--- src/design/ngsc_pkg.sv ---
// Shared types, constants and helpers for the nearest-gap steering control block.
// No dependencies; used by nearest_gap_steering_control_unit.
`timescale 1ns / 1ps

package ngsc_pkg;

  // Field widths
  localparam int unsigned XW     = 9;   // centroid column
  localparam int unsigned YW     = 8;   // centroid row
  localparam int unsigned DISTW  = 17;  // squared distance
  localparam int unsigned GAINW  = 12;  // Q4.8 gain
  localparam int unsigned LIMW   = 8;
  localparam int unsigned BASEW  = 8;
  localparam int unsigned SPDW   = 19;  // Q.8 wheel speed
  localparam int unsigned SERRW  = 8;   // reported steer error
  localparam int unsigned ERRW   = 10;  // internal error, -130..125
  localparam int unsigned STEERW = GAINW + 1 + ERRW;  // signed gain * error
  localparam int unsigned WIDEW  = STEERW + 1;        // speed before saturation
  localparam int unsigned CFGW   = 12;
  localparam int unsigned IDXW   = 2;
  localparam int unsigned IN_TDATAW  = 24;
  localparam int unsigned OUT_TDATAW = 48;

  // Geometry
  localparam logic [XW-1:0] ROBOT_X         = 9'd250;
  localparam logic [YW-1:0] ROBOT_Y         = 8'd250;
  localparam logic [XW-1:0] RIGHT_DEFAULT_X = 9'd500;

  // Register reset values
  localparam logic [GAINW-1:0] GAIN_RST  = 12'd256;
  localparam logic             EN_RST    = 1'b0;
  localparam logic [LIMW-1:0]  LIMIT_RST = 8'd60;
  localparam logic [BASEW-1:0] BASE_RST  = 8'd50;

  // Register map
  typedef enum logic [IDXW-1:0] {
    REG_STEER_GAIN   = 2'd0,
    REG_DRIVE_ENABLE = 2'd1,
    REG_ERROR_LIMIT  = 2'd2,
    REG_BASE_SPEED   = 2'd3
  } cfg_reg_e;

  // Saturate a wide signed speed into the 19 bit Q.8 range
  function automatic logic signed [SPDW-1:0] sat_speed(input logic signed [WIDEW-1:0] v);
    logic signed [WIDEW-1:0] hi;
    logic signed [WIDEW-1:0] lo;
    hi = WIDEW'(signed'({1'b0, {(SPDW-1){1'b1}}}));
    lo = -hi - WIDEW'(1);
    if (v > hi) begin
      sat_speed = hi[SPDW-1:0];
    end else if (v < lo) begin
      sat_speed = lo[SPDW-1:0];
    end else begin
      sat_speed = v[SPDW-1:0];
    end
  endfunction

  // Clamp internal error to the 8 bit reported range
  function automatic logic signed [SERRW-1:0] sat_err(input logic signed [ERRW-1:0] e);
    if (e > ERRW'(127)) begin
      sat_err = 8'sd127;
    end else if (e < -ERRW'(128)) begin
      sat_err = -8'sd128;
    end else begin
      sat_err = e[SERRW-1:0];
    end
  endfunction

endpackage

--- src/design/nearest_gap_steering_control_unit.sv ---
// Nearest-gap steering control: per-frame nearest left/right object to wheel speeds.
// Depends on ngsc_pkg for widths, register map and saturation helpers.
`timescale 1ns / 1ps
// A frame_end beat passes the input, distance, error and output registers to m_axis.
// Throughput: one beat per cycle unless back-pressure holds a frame_end beat; the input
// register, distance stage, error stage and output register each hold one beat and
// advance independently, so bubbles fill while a result waits on m_axis_tready.
// Reset (rst_ni low, async): pipeline empty, nearest-object state cleared,
// registers back to gain 1.0, disabled, limit 60, base speed 50.

module nearest_gap_steering_control_unit (
  input  logic                              clk_i,
  input  logic                              rst_ni,
  // config write port
  input  logic                              cfg_we_i,
  input  logic [ngsc_pkg::IDXW-1:0]         cfg_idx_i,
  input  logic [ngsc_pkg::CFGW-1:0]         cfg_data_i,
  // centroid stream
  input  logic                              s_axis_tvalid,
  output logic                              s_axis_tready,
  input  logic [ngsc_pkg::IN_TDATAW-1:0]    s_axis_tdata,   // obj_x[8:0], obj_y[16:9], zero pad
  input  logic                              s_axis_tuser,   // obj_present
  input  logic                              s_axis_tlast,   // frame_end
  // speed stream
  output logic                              m_axis_tvalid,
  input  logic                              m_axis_tready,
  output logic [ngsc_pkg::OUT_TDATAW-1:0]   m_axis_tdata    // left_speed[18:0],
                                                            // right_speed[37:19],
                                                            // steer_error[45:38],
                                                            // left_found[46],
                                                            // right_found[47]
);

  // ---------------------------------------------------------------------------
  // Configuration registers
  // ---------------------------------------------------------------------------
  logic [ngsc_pkg::GAINW-1:0] gain_q;
  logic                       en_q;
  logic [ngsc_pkg::LIMW-1:0]  limit_q;
  logic [ngsc_pkg::BASEW-1:0] base_q;

  always_ff @(posedge clk_i or negedge rst_ni) begin
    if (!rst_ni) begin
      gain_q  <= ngsc_pkg::GAIN_RST;
      en_q    <= ngsc_pkg::EN_RST;
      limit_q <= ngsc_pkg::LIMIT_RST;
      base_q  <= ngsc_pkg::BASE_RST;
    end else if (cfg_we_i) begin
      unique case (ngsc_pkg::cfg_reg_e'(cfg_idx_i))
        ngsc_pkg::REG_STEER_GAIN:   gain_q  <= cfg_data_i;
        ngsc_pkg::REG_DRIVE_ENABLE: en_q    <= cfg_data_i[0];
        ngsc_pkg::REG_ERROR_LIMIT:  limit_q <= cfg_data_i[ngsc_pkg::LIMW-1:0];
        ngsc_pkg::REG_BASE_SPEED:   base_q  <= cfg_data_i[ngsc_pkg::BASEW-1:0];
        default: ;
      endcase
    end
  end

  // ---------------------------------------------------------------------------
  // Handshake chain: each stage loads when it is empty or drains this cycle
  // ---------------------------------------------------------------------------
  logic v1_q, v2_q, v3_q, ov_q;
  logic fe2_q;
  logic ld_out, ld3, ld2, ld1;
  logic fire3, fire2, fire1, acc;

  assign ld_out = !ov_q || m_axis_tready;
  assign fire3  = v3_q && ld_out;
  assign ld3    = !v3_q || fire3;
  // only frame_end beats move on to the error stage; others retire in stage 2
  assign fire2  = v2_q && (!fe2_q || ld3);
  assign ld2    = !v2_q || fire2;
  assign fire1  = v1_q && ld2;
  assign ld1    = !v1_q || fire1;

  assign s_axis_tready = ld1;
  assign acc           = s_axis_tvalid && ld1;

  // ---------------------------------------------------------------------------
  // Stage 1: input register
  // ---------------------------------------------------------------------------
  logic [ngsc_pkg::XW-1:0] x1_q;
  logic [ngsc_pkg::YW-1:0] y1_q;
  logic                    p1_q, fe1_q;

  always_ff @(posedge clk_i or negedge rst_ni) begin
    if (!rst_ni) begin
      v1_q <= 1'b0;
    end else if (ld1) begin
      v1_q <= s_axis_tvalid;
    end
  end

  always_ff @(posedge clk_i) begin
    if (acc) begin
      x1_q  <= s_axis_tdata[ngsc_pkg::XW-1:0];
      y1_q  <= s_axis_tdata[ngsc_pkg::XW +: ngsc_pkg::YW];
      p1_q  <= s_axis_tuser;
      fe1_q <= s_axis_tlast;
    end
  end

  // ---------------------------------------------------------------------------
  // Stage 1 -> 2: squared distance to the robot point
  // ---------------------------------------------------------------------------
  logic signed [ngsc_pkg::XW:0]   dx;
  logic signed [ngsc_pkg::YW+1:0] dy;
  logic [ngsc_pkg::XW-1:0]        adx;
  logic [ngsc_pkg::YW-1:0]        ady;
  logic [2*ngsc_pkg::XW:0]        dsum;
  logic [ngsc_pkg::DISTW-1:0]     dist1;

  always_comb begin
    dx    = signed'({1'b0, ngsc_pkg::ROBOT_X}) - signed'({1'b0, x1_q});
    dy    = signed'({2'b0, ngsc_pkg::ROBOT_Y}) - signed'({2'b0, y1_q});
    adx   = dx[ngsc_pkg::XW] ? ngsc_pkg::XW'(-dx) : dx[ngsc_pkg::XW-1:0];
    ady   = dy[ngsc_pkg::YW+1] ? ngsc_pkg::YW'(-dy) : dy[ngsc_pkg::YW-1:0];
    dsum  = (2*ngsc_pkg::XW+1)'(adx * adx) + (2*ngsc_pkg::XW+1)'(ady * ady);
    dist1 = dsum[ngsc_pkg::DISTW-1:0];
  end

  // ---------------------------------------------------------------------------
  // Stage 2: distance register, nearest-object update
  // ---------------------------------------------------------------------------
  logic [ngsc_pkg::XW-1:0]    x2_q;
  logic [ngsc_pkg::DISTW-1:0] dist2_q;
  logic                       p2_q;

  always_ff @(posedge clk_i or negedge rst_ni) begin
    if (!rst_ni) begin
      v2_q <= 1'b0;
    end else if (ld2) begin
      v2_q <= fire1;
    end
  end

  always_ff @(posedge clk_i) begin
    if (fire1) begin
      x2_q    <= x1_q;
      dist2_q <= dist1;
      p2_q    <= p1_q;
      fe2_q   <= fe1_q;
    end
  end

  // nearest-object state
  logic [ngsc_pkg::DISTW-1:0] lbd_q, rbd_q;
  logic [ngsc_pkg::XW-2:0]    lbx_q;
  logic [ngsc_pkg::XW-1:0]    rbx_q;
  logic                       lv_q, rv_q;

  logic                       is_left, take_l, take_r;
  logic                       nlv, nrv;
  logic [ngsc_pkg::XW-2:0]    nlx;
  logic [ngsc_pkg::XW-1:0]    nrx;
  logic [ngsc_pkg::XW-1:0]    lx, rx;
  logic [ngsc_pkg::XW:0]      xsum;
  logic signed [ngsc_pkg::ERRW-1:0] err2;

  always_comb begin
    is_left = x2_q < ngsc_pkg::ROBOT_X;
    // strict less-than: earlier object keeps a tie
    take_l  = p2_q && is_left && (!lv_q || (dist2_q < lbd_q));
    take_r  = p2_q && !is_left && (!rv_q || (dist2_q < rbd_q));
    nlv     = lv_q || take_l;
    nrv     = rv_q || take_r;
    nlx     = take_l ? x2_q[ngsc_pkg::XW-2:0] : lbx_q;
    nrx     = take_r ? x2_q : rbx_q;
    // missing sides fall back to the frame edges
    lx      = nlv ? {1'b0, nlx} : '0;
    rx      = nrv ? nrx : ngsc_pkg::RIGHT_DEFAULT_X;
    xsum    = {1'b0, lx} + {1'b0, rx};
    err2    = signed'(ngsc_pkg::ERRW'(ngsc_pkg::ROBOT_X))
            - signed'(ngsc_pkg::ERRW'(xsum[ngsc_pkg::XW:1]));
  end

  always_ff @(posedge clk_i or negedge rst_ni) begin
    if (!rst_ni) begin
      lbd_q <= '0;
      lbx_q <= '0;
      lv_q  <= 1'b0;
      rbd_q <= '0;
      rbx_q <= '0;
      rv_q  <= 1'b0;
    end else if (fire2) begin
      if (take_l) begin
        lbd_q <= dist2_q;
        lbx_q <= nlx;
      end
      if (take_r) begin
        rbd_q <= dist2_q;
        rbx_q <= nrx;
      end
      // frame end starts a fresh frame
      lv_q <= nlv && !fe2_q;
      rv_q <= nrv && !fe2_q;
    end
  end

  // ---------------------------------------------------------------------------
  // Stage 3: error register, P-steering
  // ---------------------------------------------------------------------------
  logic signed [ngsc_pkg::ERRW-1:0] err3_q;
  logic                             lf3_q, rf3_q;
  logic                             load3;

  assign load3 = fire2 && fe2_q;

  always_ff @(posedge clk_i or negedge rst_ni) begin
    if (!rst_ni) begin
      v3_q <= 1'b0;
    end else if (ld3) begin
      v3_q <= load3;
    end
  end

  always_ff @(posedge clk_i) begin
    if (load3) begin
      err3_q <= err2;
      lf3_q  <= nlv;
      rf3_q  <= nrv;
    end
  end

  logic [ngsc_pkg::ERRW-1:0]           mag;
  logic                                straight;
  logic signed [ngsc_pkg::STEERW-1:0]  steer;
  logic signed [ngsc_pkg::WIDEW-1:0]   base_w, ls_w, rs_w;
  logic signed [ngsc_pkg::SPDW-1:0]    ls_d, rs_d;

  always_comb begin
    mag      = err3_q[ngsc_pkg::ERRW-1] ? ngsc_pkg::ERRW'(-err3_q) : ngsc_pkg::ERRW'(err3_q);
    straight = (err3_q == '0) || (mag > ngsc_pkg::ERRW'(limit_q));
    steer    = signed'({1'b0, gain_q}) * err3_q;
    base_w   = signed'(ngsc_pkg::WIDEW'({base_q, 8'd0}));
    if (!en_q) begin
      ls_w = '0;
      rs_w = '0;
    end else if (straight) begin
      ls_w = base_w;
      rs_w = -base_w;
    end else begin
      ls_w = base_w - ngsc_pkg::WIDEW'(steer);
      rs_w = -(base_w + ngsc_pkg::WIDEW'(steer));
    end
    ls_d = ngsc_pkg::sat_speed(ls_w);
    rs_d = ngsc_pkg::sat_speed(rs_w);
  end

  // ---------------------------------------------------------------------------
  // Output register
  // ---------------------------------------------------------------------------
  logic signed [ngsc_pkg::SPDW-1:0]  ls_q, rs_q;
  logic signed [ngsc_pkg::SERRW-1:0] se_q;
  logic                              lf_q, rf_q;

  always_ff @(posedge clk_i or negedge rst_ni) begin
    if (!rst_ni) begin
      ov_q <= 1'b0;
    end else if (ld_out) begin
      ov_q <= v3_q;
    end
  end

  always_ff @(posedge clk_i) begin
    if (fire3) begin
      ls_q <= ls_d;
      rs_q <= rs_d;
      se_q <= ngsc_pkg::sat_err(err3_q);
      lf_q <= lf3_q;
      rf_q <= rf3_q;
    end
  end

  assign m_axis_tvalid = ov_q;
  assign m_axis_tdata  = {rf_q, lf_q, se_q, rs_q, ls_q};

endmodule
--- config.mk ---
export PLATFORM = sky130hd
export DESIGN_NAME = nearest_gap_steering_control_unit
export DESIGN_NICKNAME = d
export VERILOG_FILES = /design/src/design/ngsc_pkg.sv /design/src/design/nearest_gap_steering_control_unit.sv
export SDC_FILE = /design/constraint.sdc
export NUM_CORES = 1
export LEC_CHECK = 0
export BUFFER_PORTS_ARGS = -buffer_cell sky130_fd_sc_hd__buf_2
export CAP_MARGIN = 20
export CORE_UTILIZATION = 40
export CTS_BUF_LIST = sky130_fd_sc_hd__clkbuf_2 sky130_fd_sc_hd__clkbuf_4 sky130_fd_sc_hd__clkbuf_8
export DETAILED_ROUTE_END_ITERATION = 12
export GPL_TIMING_DRIVEN = 0
export PLACE_DENSITY = 0.58
export RECOVER_POWER = 25
export SKIP_LAST_GASP = 1
export SLEW_MARGIN = 20
export SYNTH_ARGS = -nofsm -noshare
export SYNTH_HDL_FRONTEND = slang
export SYNTH_SLANG_ARGS = --single-unit
export TNS_END_PERCENT = 30
--- constraint.sdc ---
create_clock -name clk_i -period 11.2 [get_ports clk_i]
set_clock_uncertainty 0.15 [all_clocks]
set_input_delay 1.68 -clock clk_i [delete_from_list [all_inputs] [get_ports clk_i]]
set_output_delay 1.68 -clock clk_i [all_outputs]
set_load 0.005 [all_outputs]
-- Yosys cells after proc, flatten, opt, wreduce, memory -nomap -nowiden
Index checks and enable logic that the tools add are counted.
- bits in registers: 193
- input port bits: 45
- output and inout port bits: 50
- word-level logic and storage cells: 109
- add/subtract/negate cells: 12
- $mul: 3
- $lt $le $gt $ge: 10
- equal/unequal tests: 3
- multiplexer cells: 14
- reduce and logical (&&, ||, !) cells: 37
- operator list (cell ; number):
    24-bit two-way mux ; 4
    24-bit by 19-bit greater-than comparator with 1-bit output, second input constant ; 2
    24-bit by 19-bit less-than comparator with 1-bit output, second input constant ; 2
    19-bit two-way mux ; 2
    17-bit less-than comparator ; 2
    8-bit two-way mux ; 4
    9-bit two-way mux ; 3
    17-bit by 23-bit adder with 24-bit output ; 1
    16-bit negation with 24-bit output ; 1
    24-bit negation ; 1
    17-bit by 23-bit subtractor with 24-bit output ; 1
    13-bit by 10-bit multiplier with 23-bit output ; 1
    8-bit by 9-bit subtractor with 10-bit output, first input constant ; 2
    17-bit by 16-bit adder with 17-bit output ; 1
    9-bit by 9-bit multiplier with 17-bit output ; 1
    8-bit by 8-bit multiplier with 16-bit output ; 1
    2-bit AND reduction ; 6
    1-bit logical AND ; 11
    8-bit by 9-bit adder with 10-bit output ; 1
    10-bit by 8-bit greater-than comparator with 1-bit output ; 1
    10-bit by 8-bit greater-than comparator with 1-bit output, second input constant ; 1
    10-bit logical NOT ; 1
    1-bit logical OR ; 10
    10-bit by 8-bit less-than comparator with 1-bit output, second input constant ; 1
    other kinds (10) ; 18

-- Longest topological paths before layout
Gate-level depths: netlist of the first run.
- depth in word-level cells: 10
- gate-level depth with buffers: 35
- gate-level depth less buffers: 31

-- Worst setup path after synthesis of the first run
OpenSTA, ideal clock, no wires.
- kind: register to register
- start: register err3_q[9] (netlist bit)
- end: register rs_q[6] (netlist bit), data pin
- setup time: 0.270 ns
- data arrival time: 8.041 ns
- data required time: 10.780 ns
- setup slack: 2.739 ns
- stages on the path, launching flop included: 33
- cell sequence: edfxtp_1 -> clkbuf_1 -> inv_1 -> clkbuf_1 -> nor2_1 -> fa_1 -> fa_1 -> fa_1 -> fa_1 -> inv_1 -> fa_1 -> inv_1 -> ha_1 -> inv_1 -> o221ai_1 -> and2_1 -> or4_1 -> nand2_1 -> nor2_1 -> or2_2 -> ha_1 -> and3_1 -> a221o_1 -> nor2_1 -> o211a_1 -> o21ai_0 -> o21ba_2 -> or4_4 -> a211oi_1 -> nor3b_2 -> o31ai_4 -> buf_6 -> o31ai_1
- longest elaborated chain between the ends: 8
- elaborated cells on any way between the ends: 13
- classes of those cells: add/sub: 3; mul: 1; order compare: 3; mux: 4; reduce/logical: 2
- RTL lines (what ; RTL line ; text):
    start: declaration ; nearest_gap_steering_control_unit.sv:203 ; logic signed [ngsc_pkg::ERRW-1:0] err3_q;
    start signal: assignment ; nearest_gap_steering_control_unit.sv:219 ; err3_q <= err2;
    parallel branches: the longest is 4 deep, another holds 17-bit by 23-bit adder with 24-bit output ; n/a ;
    24-bit two-way mux (*) ; nearest_gap_steering_control_unit.sv:239 ; end else if (straight) begin
    24-bit two-way mux (*) ; nearest_gap_steering_control_unit.sv:236 ; if (!en_q) begin
    24-bit by 19-bit less-than comparator with 1-bit output ; ngsc_pkg.sv:51 ; end else if (v < lo) begin
    19-bit two-way mux ; ngsc_pkg.sv:51 ;
    end signal: assignment ; nearest_gap_steering_control_unit.sv:268 ; rs_q <= rs_d;
    end: declaration ; nearest_gap_steering_control_unit.sv:253 ; logic signed [ngsc_pkg::SPDW-1:0] ls_q, rs_q;
Mark *: on every way between the ends.
A chain may end at the register's enable or synchronous reset.

-- Worst setup path in the final report of the first run
- start: register err3_q[8] (netlist bit)
- end: register rs_q[11] (netlist bit), data pin
The elaborated chain is that of the path after synthesis.

==> results.txt, run 1 <==
- Result of the run: complete, but fails checks
- The checks that failed: max-capacitance violations, max-slew violations.
- The worst setup path is captured at a register.
- The worst pin sits at a relative slew slack of -142%.
- Largest stage delay, worst path: 0.55 ns
- Worst hold path stage count: 0
* Worst Hold Endpoint: rf_q
- Site row count: 81
* Die W: 227 um
- Of the total synthesized cell area, the portion taken by full adders, half adders and majority gates is 30.6%.
* Register area share after synthesis: 26.7%
* Total GRT Usage: 20.1%
- Summed over all layers, the global routing overflow is 0.
- The most used flip-flop cell after synthesis is sky130_fd_sc_hd__edfxtp_1.
* Number of vias per cell after detailed routing: 5.19
* Number of search-and-repair iterations in the first detailed-routing pass: 7
* Slowest cell on the critical path: sky130_fd_sc_hd__fa_1
- WL/cell: 16.7 um
- Min Tclk post-route: 10.10 ns
- In this design, the critical path's most frequently occurring cell is sky130_fd_sc_hd__fa_1.
- Counting along the longest clock path gives a buffer depth of 2.
- Counting the fill cells in the layout gives 4,742.
- Across the whole layout, storage elements account for 0.00538 mm2.
- Arrival time of the worst setup path: 10.33 ns
- Cts hold-fix bufs: 0
* Insertion delay to the later sink of the worst-skew pair: 0.56 ns
- After synthesis, the share of flip-flops with an asynchronous set or reset is 44.6%.
- Initial core utilization: 40.9%
- Cell count after placement: 2,877
- Port buffer count: 87
* Synthesized-area fraction occupied by ao, oa, aoi and oai cells: 13.0%
* Sum of net half-perimeters after detailed placement: 40,300 um
- In the routed design, unresolved DRC markers number 0.
- The first global-routing pass estimated 79,400 um of wire.
- Number of antenna violations at the first check in global routing: 8
- In the layout the commonest cells are sky130_fd_sc_hd__inv_1, sky130_fd_sc_hd__ha_1, sky130_fd_sc_hd__nand2_1.
- The floorplan step defined a die boundary enclosing 0.0513 mm2.
- The area growth from synthesis to layout is 8.90%.
- Mapped cell area: 0.0202 mm2
- Final cell count without fillers: 2,911
- Main combinational cell family by area after synthesis: adder cells
- Max Cap Viol: 1
- Leading cell type in the layout, fill and taps excluded: sky130_fd_sc_hd__inv_1
* Maximum clock frequency: 99.1 MHz
- The number of pins exceeding their max-slew limit in the final report came to 68.
- Worst setup SP type: register
- The net count of the finished layout is 2,667.
* Worst-margin pin slew: 3.63 ns
- Final TNS setup: 0 ns
- The worst register-to-register path has a setup slack of 1.10 ns.
* Number of standard cells after synthesis: 2,123
* Synth Warn #: 0
- Core region area: 0.0494 mm2
- Setup repair after global routing missed its margin: no
- Net count of the mapped netlist: 2,558
* Via count of the first global-routing pass: 15,400
- Number of nets with antenna violations after detailed routing: 0
- Yosys mapped a number of flops with a built-in enable equal to 107.
- Data required time of the critical path: 11.44 ns
- Final setup violation count: 0
- Worst reg-to-reg path cell count: 32
* Post-CTS setup buffers: 0
* Vertical die dimension: 227 um
- After synthesis, the netlist uses 93 different library cells.
- Simple-gate area share of the yosys netlist: 13.7%
- Critical Setup Path Class: register to register
- Max Fanout on Critical Path: 10
- The synthesized netlist devotes 5.30% of its cell area to XOR and XNOR gates.
- Fraction of final layout cells with drive strength greater than 1: 10.3%
- Summing all non-filler instances in the final layout gives an area of 0.0220 mm2.
* Start point of the worst min-delay path: rf3_q
* Worst R2R End: rs_q[11]
- Multiplexer fraction of the synthesized cell area: 3.38%
- Number of DRC markers after the initial detailed-route iteration: 785
* Clock tree from TritonCTS: yes
- Final WL: 48,700 um
* Clock slew at the register clock pins of the worst setup and hold paths: 0.12 ns
- In this run the count of I/O pins placed on the die edge is 95.
- Area occupied by multi-input gates: 0.0133 mm2
- Once placement finished, the instance area stood at 0.0215 mm2.
- Broken down by cell family, the worst path's largest delay share belongs to adder cells.
- In this run, synthesis produced a sequential element count of 193.
* Via Count: 15,100
- At the end of routability-driven placement, the weighted congestion stood at 0.889.
* TritonCTS sink count: 193
- The final hold violation count was 0.
- Counting both buffers and inverters, the worst setup path holds a total of 6.
- The tightest min-delay check is of the register to register type.
- A synthesized cell averages 9.50 um2.
- Entering global routing, the biggest net connects 68 pins.
- The tree is rooted in a sky130_fd_sc_hd__clkbuf_8.
- Reg-to-reg startpoint: err3_q[8]
* H-Tree Level Count: 4
- Post-CTS repair changed the size of 0 cells.
* Final worst-path cycle share: 90.1%
- Inserted Clock Buffers: 17
state kept, by name (all words and copies together) (netlist names), 8 cells and up:
name / cells
x1_q: 9
err3_q: 10
dist2_q: 17
base_q: 8
rbd_q: 17
gain_q: 12
x2_q: 9
rbx_q: 9
lbx_q: 8
rs_q: 19
limit_q: 8
y1_q: 8
se_q: 8
lbd_q: 17
ls_q: 19
through the flow:
stage,util (%),worst slack (ns),hold slack [ns]
CTS,44.5,1.21,0.290
floorplan,-,2.74,0.250
global route,44.5,0.591,0.293
global placement,43.4,1.32,0.254
detailed placement,43.6,1.25,0.260
finish,44.5,1.10,0.285
cells by family (layout without fill, tap and decap cells):
logic type | Yosys count | count (layout)
XOR/XNOR | 122 | 122
buffers and inverters | 389 | 511
flip-flops | 193 | 193
other | 0 | 2
multiplexers | 61 | 61
AND/OR/NAND/NOR | 579 | 579
AO/OA/AOI/OAI | 387 | 387
adder cells (fa/ha/maj) | 392 | 392
per-layer routing:
layer	track usage (%)	up-vias	part of all wire [%]
li1	-	7333	-
met1	25.0	7419	44
met2	35.0	282	50
met3	4.28	58	4.4
met4	5.36	10	1.8
met5	0	-	0.13
synth_stat cells, types with 12 or more instances:
master,n,area [um2]
sky130_fd_sc_hd__inv_1,310,1160
sky130_fd_sc_hd__clkbuf_1,66,248
sky130_fd_sc_hd__xnor2_1,84,736
sky130_fd_sc_hd__a21oi_1,76,380
sky130_fd_sc_hd__nand2b_1,29,181
sky130_fd_sc_hd__a31oi_1,16,100
sky130_fd_sc_hd__ha_1,221,2770
sky130_fd_sc_hd__nor3_1,20,100
sky130_fd_sc_hd__nor2_1,138,518
sky130_fd_sc_hd__mux2_2,57,642
sky130_fd_sc_hd__o21a_1,13,97.6
sky130_fd_sc_hd__edfxtp_1,107,3210
sky130_fd_sc_hd__dfrtp_1,78,1950
sky130_fd_sc_hd__o31ai_1,18,135
sky130_fd_sc_hd__xor2_1,38,333
sky130_fd_sc_hd__o21ai_0,98,490
sky130_fd_sc_hd__fa_1,169,3380
sky130_fd_sc_hd__o211ai_1,21,158
sky130_fd_sc_hd__nor2b_1,14,87.6
sky130_fd_sc_hd__nand3_1,25,125
sky130_fd_sc_hd__and2_1,73,457
sky130_fd_sc_hd__a21o_1,35,263
sky130_fd_sc_hd__nand4_1,12,75.1
sky130_fd_sc_hd__nand2_1,211,792
worst max path at each step:
stage                   start  endpoint  slack, ns  depth (start not counted)
finish              err3_q[8]  rs_q[11]       1.10                         32
global route        err3_q[8]  rs_q[11]       0.59                         32
CTS                 err3_q[8]   rs_q[3]       1.21                         32
detailed placement  err3_q[8]   rs_q[3]       1.25                         32
global placement    err3_q[9]  rs_q[15]       1.32                         30
floorplan           err3_q[9]   rs_q[6]       2.74                         32
cell type report:
cell class / count / area share (%)
diodes: 2 / 0.0228
plain buffers: 76 / 1.42
clock buffers: 17 / 1.07
clock inverters: 15 / 1.03
inverters: 313 / 5.36
multi-input cells: 1541 / 60.6
flip-flops and latches: 193 / 24.5
well taps: 664 / 3.78
repair buffers: 90 / 2.21
Power of run 1 is left out: the tool's default activity adds up to more than one toggle a clock period on the data nets, which glitch-free logic cannot reach.
==> run 2: changes to the inputs <==
Settings changed: PLACE_DENSITY 0.58 to 0.56.
==> results.txt, run 2 (synthesis gave the netlist of run 1 again) <==
- The hold path startpoint is p1_q (was rf3_q).
* Arrival time of the worst setup path: 10.18 ns (was 10.33 ns)
- Cell area reported after detailed placement: 0.0215 mm2 (unchanged)
* Library cell appearing most often on the critical path: sky130_fd_sc_hd__fa_1 (unchanged)
- Min-delay worst type: register to register (unchanged)
- Number of antenna violations at the first check in global routing: 6 (was 8)
* TritonCTS sink count: 193 (unchanged)
- The number of cells traversed by the worst register-to-register path was 31 (was 32).
* Core region area: 0.0494 mm2 (unchanged)
- Area occupied by multi-input gates: 0.0133 mm2 (unchanged)
- Element type at the critical path end: register (unchanged)
* Final setup violation count: 0 (unchanged)
* Number of DRC markers after the initial detailed-route iteration: 955 (was 785)
- The maximum clock insertion buffer count is 2 (unchanged).
* Number of pins exceeding their max-slew limit in the final report: 71 (was 68)
- Largest stage delay, worst path: 0.56 ns (was 0.55 ns)
* Reg-to-reg startpoint: err3_q[9] (was err3_q[8])
- The area added between synthesis and finish came to 8.98% (was 8.90%).
* Inserted Clock Buffers: 17 (unchanged)
- Worst-case headroom to the max-slew limit: -153% (was -142%)
- Setup repair after global routing missed its margin: no (unchanged)
* Leading cell type in the layout, fill and taps excluded: sky130_fd_sc_hd__inv_1 (unchanged)
* Total GRT Usage: 20.3% (was 20.1%)
- The die boundary height came to 227 um (unchanged).
- The data required time at the worst endpoint came to 11.43 ns (was 11.44 ns).
* WL/cell: 16.8 um (was 16.7 um)
- The fmax is 100 MHz (was 99.1 MHz).
- The maximum number of pins on one net before global-route repair was 71 (was 68).
- Global-route wire length before repair: 80,500 um (was 79,400 um)
- The worst setup slack for register-to-register paths came to 1.25 ns (was 1.10 ns).
* H-Tree Level Count: 4 (unchanged)
- The ratio of cells with drive above 1 in the final layout is 10.3% (about the same).
- Sum of net half-perimeters after detailed placement: 40,400 um (was 40,300 um)
- # nets final: 2,667 (unchanged)
- The share of the clock period used by the worst path after layout was 88.9% (was 90.1%).
* Initial core utilization: 40.9% (unchanged)
* Total grt overflow: 0 (unchanged)
- Worst slack on hold paths: 0.290 ns (was 0.285 ns)
- Number of nets with antenna violations after detailed routing: 0 (unchanged)
- Failing checks: max-capacitance violations, max-slew violations (unchanged).
- The clock edge transition at the registers on the reported setup and hold paths is 0.14 ns (was 0.12 ns).
* Result of the run: complete, but fails checks (unchanged)
* Final-report hold violation count: 0 (unchanged)
- The kind of launch point of the worst setup path is a register (unchanged).
* Cts hold-fix bufs: 0 (unchanged)
* Register area: 0.00538 mm2 (unchanged)
* Post-CTS setup buffers: 0 (unchanged)
- Critical Setup Path Class: register to register (unchanged)
* Die W: 227 um (unchanged)
- Top library cells by usage in the layout, fill and taps aside: sky130_fd_sc_hd__inv_1, sky130_fd_sc_hd__ha_1, sky130_fd_sc_hd__nand2_1 (unchanged)
- The number of vias in the routed layout was 15,100 (about the same).
- Final cell count without fillers: 2,910 (was 2,911)
* Count of fill cells added during filler insertion: 4,823 (was 4,742)
- Largest registers in the final layout: ls_q: 19 flops, rs_q: 19 flops (unchanged).
- Final WL: 49,000 um (was 48,700 um)
* IO Count: 95 (unchanged)
- Insertion delay to the later sink of the worst-skew pair: 0.57 ns (was 0.56 ns)
- Routability congestion estimate from global placement: 0.907 (was 0.889)
* Number of vias per cell after detailed routing: 5.19 (about the same)
- Max Cap Viol: 1 (unchanged)
- Cell count after placement: 2,877 (unchanged)
* Via count of the first global-routing pass: 15,500 (was 15,400)
- The number of resized instances in the post-cts repair step was 0 (unchanged).
- DRC violations left: 0 (unchanged)
- Final TNS setup: 0 ns (unchanged)
* Worst-margin pin slew: 3.80 ns (was 3.63 ns)
* Site row count: 81 (unchanged)
- Slowest cell on the critical path: sky130_fd_sc_hd__fa_1 (unchanged)
* Clock tree from TritonCTS: yes (unchanged)
- Min Tclk post-route: 9.95 ns (was 10.10 ns)
* Die area: 0.0513 mm2 (unchanged)
- Worst R2R End: rs_q[11] (unchanged)
- The final instance area was 0.0220 mm2 (about the same).
- CTS root buffer: sky130_fd_sc_hd__clkbuf_8 (unchanged)
- Worst Hold Endpoint: p2_q (was rf_q)
- Number of search-and-repair iterations in the first detailed-routing pass: 5 (was 7)
- The top fanout value on the critical path is 10 (unchanged).
- Worst hold path stage count: 0 (unchanged)
- Port buffer count: 87 (unchanged)
[run 2: critical path: cells and delay by family, from the launching register on]
kind / cells / cell delay, ns
compound gates: 9 / 2.42
fa+ha+maj: 7 / 3.30
buf+inv: 7 / 1.36
mux: 1 / 0.25
flops: 1 / 0.54
simple gates: 7 / 1.76
[run 2: final cells by class]
type                            instances  area share, %
Multi-Input combinational cell       1541           60.6
Clock inverter                         15           1.11
Tap cell                              664           3.78
Clock buffer                           17           1.06
Antenna cell                            1         0.0114
Timing Repair Buffer                   90           2.21
Sequential cell                       193           24.5
Buffer                                 76           1.42
Inverter                              313           5.35
[run 2: worst max-delay path by stage]
| stage | startpoint | end | slack (ns) |
|---|---|---|---|
| floorplan | err3_q[9] | rs_q[6] | 2.74 |
| detailed placement | err3_q[9] | rs_q[11] | 1.31 |
| global placement | err3_q[8] | rs_q[11] | 1.39 |
| global route | err3_q[8] | rs_q[13] | 0.67 |
| finish | err3_q[9] | rs_q[11] | 1.25 |
| CTS | err3_q[9] | rs_q[11] | 1.25 |
[run 2: metrics by stage]
step	util (%)	worst slack, ns
after floorplan	-	2.74
after global placement	43.4	1.39
after detailed placement	43.6	1.31
after CTS	44.6	1.25
after global routing	44.5	0.672
final	44.5	1.25
[run 2: metal layers]
metal | up-vias | track usage, % | routed length, um | share of wire [%]
met3 | 70 | 3.87 | 2150 | 4.4
met1 | 7397 | 25.6 | 21500 | 44
met2 | 281 | 35.2 | 24400 | 50
met4 | 10 | 5.32 | 906 | 1.8
li1 | 7349 | - | - | -
met5 | - | 0 | 44 | 0.090
Power of run 2 is left out for the same reason.
==> run 3: changes to the inputs <==
Settings changed: BUFFER_PORTS_ARGS -buffer_cell sky130_fd_sc_hd__buf_2 to default, DONT_BUFFER_PORTS from default to 1, PLACE_DENSITY 0.56 to 0.59, RECOVER_POWER 25 to default.
==> results.txt, run 3 (synthesis gave the netlist of run 1 again) <==
* Number of buffers and inverters on the critical path: 6 (was 7)
- Via Count: 14,900 (was 15,100)
- Worst-case headroom to the max-slew limit: 33.2% (was -153%)
- The number of pins exceeding their max-slew limit in the final report came to 0 (was 71).
* Element type at the critical path end: register (unchanged)
* Result of the run: completed (was complete, but fails checks)
- Cell area reported after detailed placement: 0.0211 mm2 (was 0.0215 mm2)
* Final setup violation count: 0 (unchanged)
* Clock slew at the register clock pins of the worst setup and hold paths: 0.12 ns (was 0.14 ns)
- The floorplan die area came to 0.0513 mm2 (unchanged).
* Library cell appearing most often on the critical path: sky130_fd_sc_hd__fa_1 (unchanged)
* WL/cell: 17.1 um (was 16.8 um)
* TritonCTS sink count: 193 (unchanged)
- The final net count was 2,579 (was 2,667).
- Setup repair after global routing missed its margin: no (unchanged)
- Total GRT Usage: 19.8% (was 20.3%)
- Max Cap Viol: 0 (was 1)
* Area occupied by multi-input gates: 0.0133 mm2 (unchanged)
- Leading cell type in the layout, fill and taps excluded: sky130_fd_sc_hd__inv_1 (unchanged)
- The share of the clock period used by the worst path after layout came to 89.3% (was 88.9%).
- Area grow syn2layout: 6.71% (was 8.98%)
- The TritonCTS clock tree is yes (unchanged).
* Arrival time of the worst setup path: 10.22 ns (was 10.18 ns)
- The die boundary height is 227 um (unchanged).
* Global-route wire length before repair: 78,900 um (was 80,500 um)
- Via count of the first global-routing pass: 15,300 (was 15,500)
* Family with the most delay on the worst path: adder cells (unchanged)
- The clock insertion delay at the later pin of the skew report was 0.57 ns (about the same).
- Worst-margin pin slew: 0.992 ns (was 3.80 ns)
- Maximum clock frequency: 100 MHz (about the same)
* Fraction of final layout cells with drive strength greater than 1: 6.77% (was 10.3%)
- Post-CTS setup buffers: 0 (unchanged)
* Min Tclk post-route: 10.0 ns (was 9.95 ns)
- The final RePlAce weighted congestion is 0.898 (was 0.907).
- The final wirelength was 48,100 um (was 49,000 um).
- The total overflow reported by the global router came to 0 (unchanged).
- The number of remaining DRC errors was 0 (unchanged).
- The initial cell density of the core was 40.9% (unchanged).
- The accumulated negative setup slack came to 0 ns (unchanged).
- Die W: 227 um (unchanged)
- The maximum clock insertion buffer count came to 2 (unchanged).
* Number of vias per cell after detailed routing: 5.27 (was 5.19)
- The critical path's slowest cell was sky130_fd_sc_hd__fa_1 (unchanged).
* Number of DRC markers after the initial detailed-route iteration: 866 (was 955)
- The critical path start-end classification is register to register (unchanged).
* Min-delay worst type: register to register (unchanged)
* Largest registers in the final layout: ls_q: 19 flops, rs_q: 19 flops (unchanged)
- Final-report hold violation count: 0 (unchanged)
- H-Tree Level Count: 4 (unchanged)
- The port buffer count came to 0 (was 87).
- Core region area: 0.0494 mm2 (unchanged)
* Max Fanout on Critical Path: 10 (unchanged)
* IO Count: 95 (unchanged)
* Largest net degree at the start of global routing: 87 (was 71)
- The post-detailed-route count of antenna-violating nets came to 0 (unchanged).
- The final instance area was 0.0215 mm2 (was 0.0220 mm2).
- Diodes inserted: 0 (was 1)
- Register area: 0.00538 mm2 (unchanged)
* Site row count: 81 (unchanged)
* Post-cts gate resize count: 0 (unchanged)
* Number of antenna violations at the first check in global routing: 0 (was 6)
- Worst setup SP type: register (unchanged)
* Sum of net half-perimeters after detailed placement: 39,600 um (was 40,400 um)
* Data required time of the critical path: 11.43 ns (about the same)
* Count of fill cells added during filler insertion: 4,823 (unchanged)
- The hold buffer count at cts is 0 (unchanged).
* Largest stage delay, worst path: 0.55 ns (was 0.56 ns)
- Inserted Clock Buffers: 17 (unchanged)
* Top library cells by usage in the layout, fill and taps aside: sky130_fd_sc_hd__inv_1, sky130_fd_sc_hd__ha_1, sky130_fd_sc_hd__nand2_1 (unchanged)
- The clock root buffer is sky130_fd_sc_hd__clkbuf_8 (unchanged).
- The detailed-routing iteration count for the pre-antenna-repair pass was 5 (unchanged).
==> run 3: changes by cell type in the layout (fill, tap and decap cells not counted) <==
cell                       change
sky130_fd_sc_hd__inv_16        -2
sky130_fd_sc_hd__inv_12        -1
sky130_fd_sc_hd__clkinv_8      +1
sky130_fd_sc_hd__buf_2        -86
sky130_fd_sc_hd__diode_2       -1
sky130_fd_sc_hd__clkbuf_1      -2
sky130_fd_sc_hd__inv_8         +2
==> run 3: worst paths after layout <==
kind | end | startpoint | depth (start not counted) | slack, ns
min reg2reg | fe2_q | fe1_q | 0 | 0.28
max in group asynchronous | gain_q[8] | rst_ni | 0 | 10.01
max | rs_q[13] | err3_q[8] | 31 | 1.20
min in group asynchronous | rbx_q[3] | rst_ni | 0 | 0.64
max reg2reg | rs_q[13] | err3_q[8] | 31 | 1.20
min | fe2_q | fe1_q | 0 | 0.28
==> run 3: per-layer routing <==
metal	track usage (%)	vias up	wire [um]
li1	-	7169	-
met1	25.1	7383	21600
met2	34.3	256	23800
met3	3.67	57	1770
met4	5.75	0	919
met5	0	-	0
==> run 3: layout make-up <==
class | count | area share (%)
Clock inverter | 15 | 1.05
Timing Repair Buffer | 2 | 0.221
Inverter | 313 | 5.47
Buffer | 76 | 1.45
Tap cell | 664 | 3.86
Multi-Input combinational cell | 1541 | 61.9
Clock buffer | 17 | 1.09
Sequential cell | 193 | 25.0
==> run 3: per-stage QoR <==
stage          hold WS [ns]  instances  setup slack, ns  util [%]
2_1_floorplan         0.250       2123             2.74         -
3_3_place_gp          0.251       2787             1.36      42.5
3_5_place_dp          0.256       2789             1.32      42.7
4_1_cts               0.288       2821             1.26      43.6
5_1_grt               0.296       2821            0.683      43.6
6_report              0.285       2821             1.20      43.6
Power of run 3 is left out for the same reason.
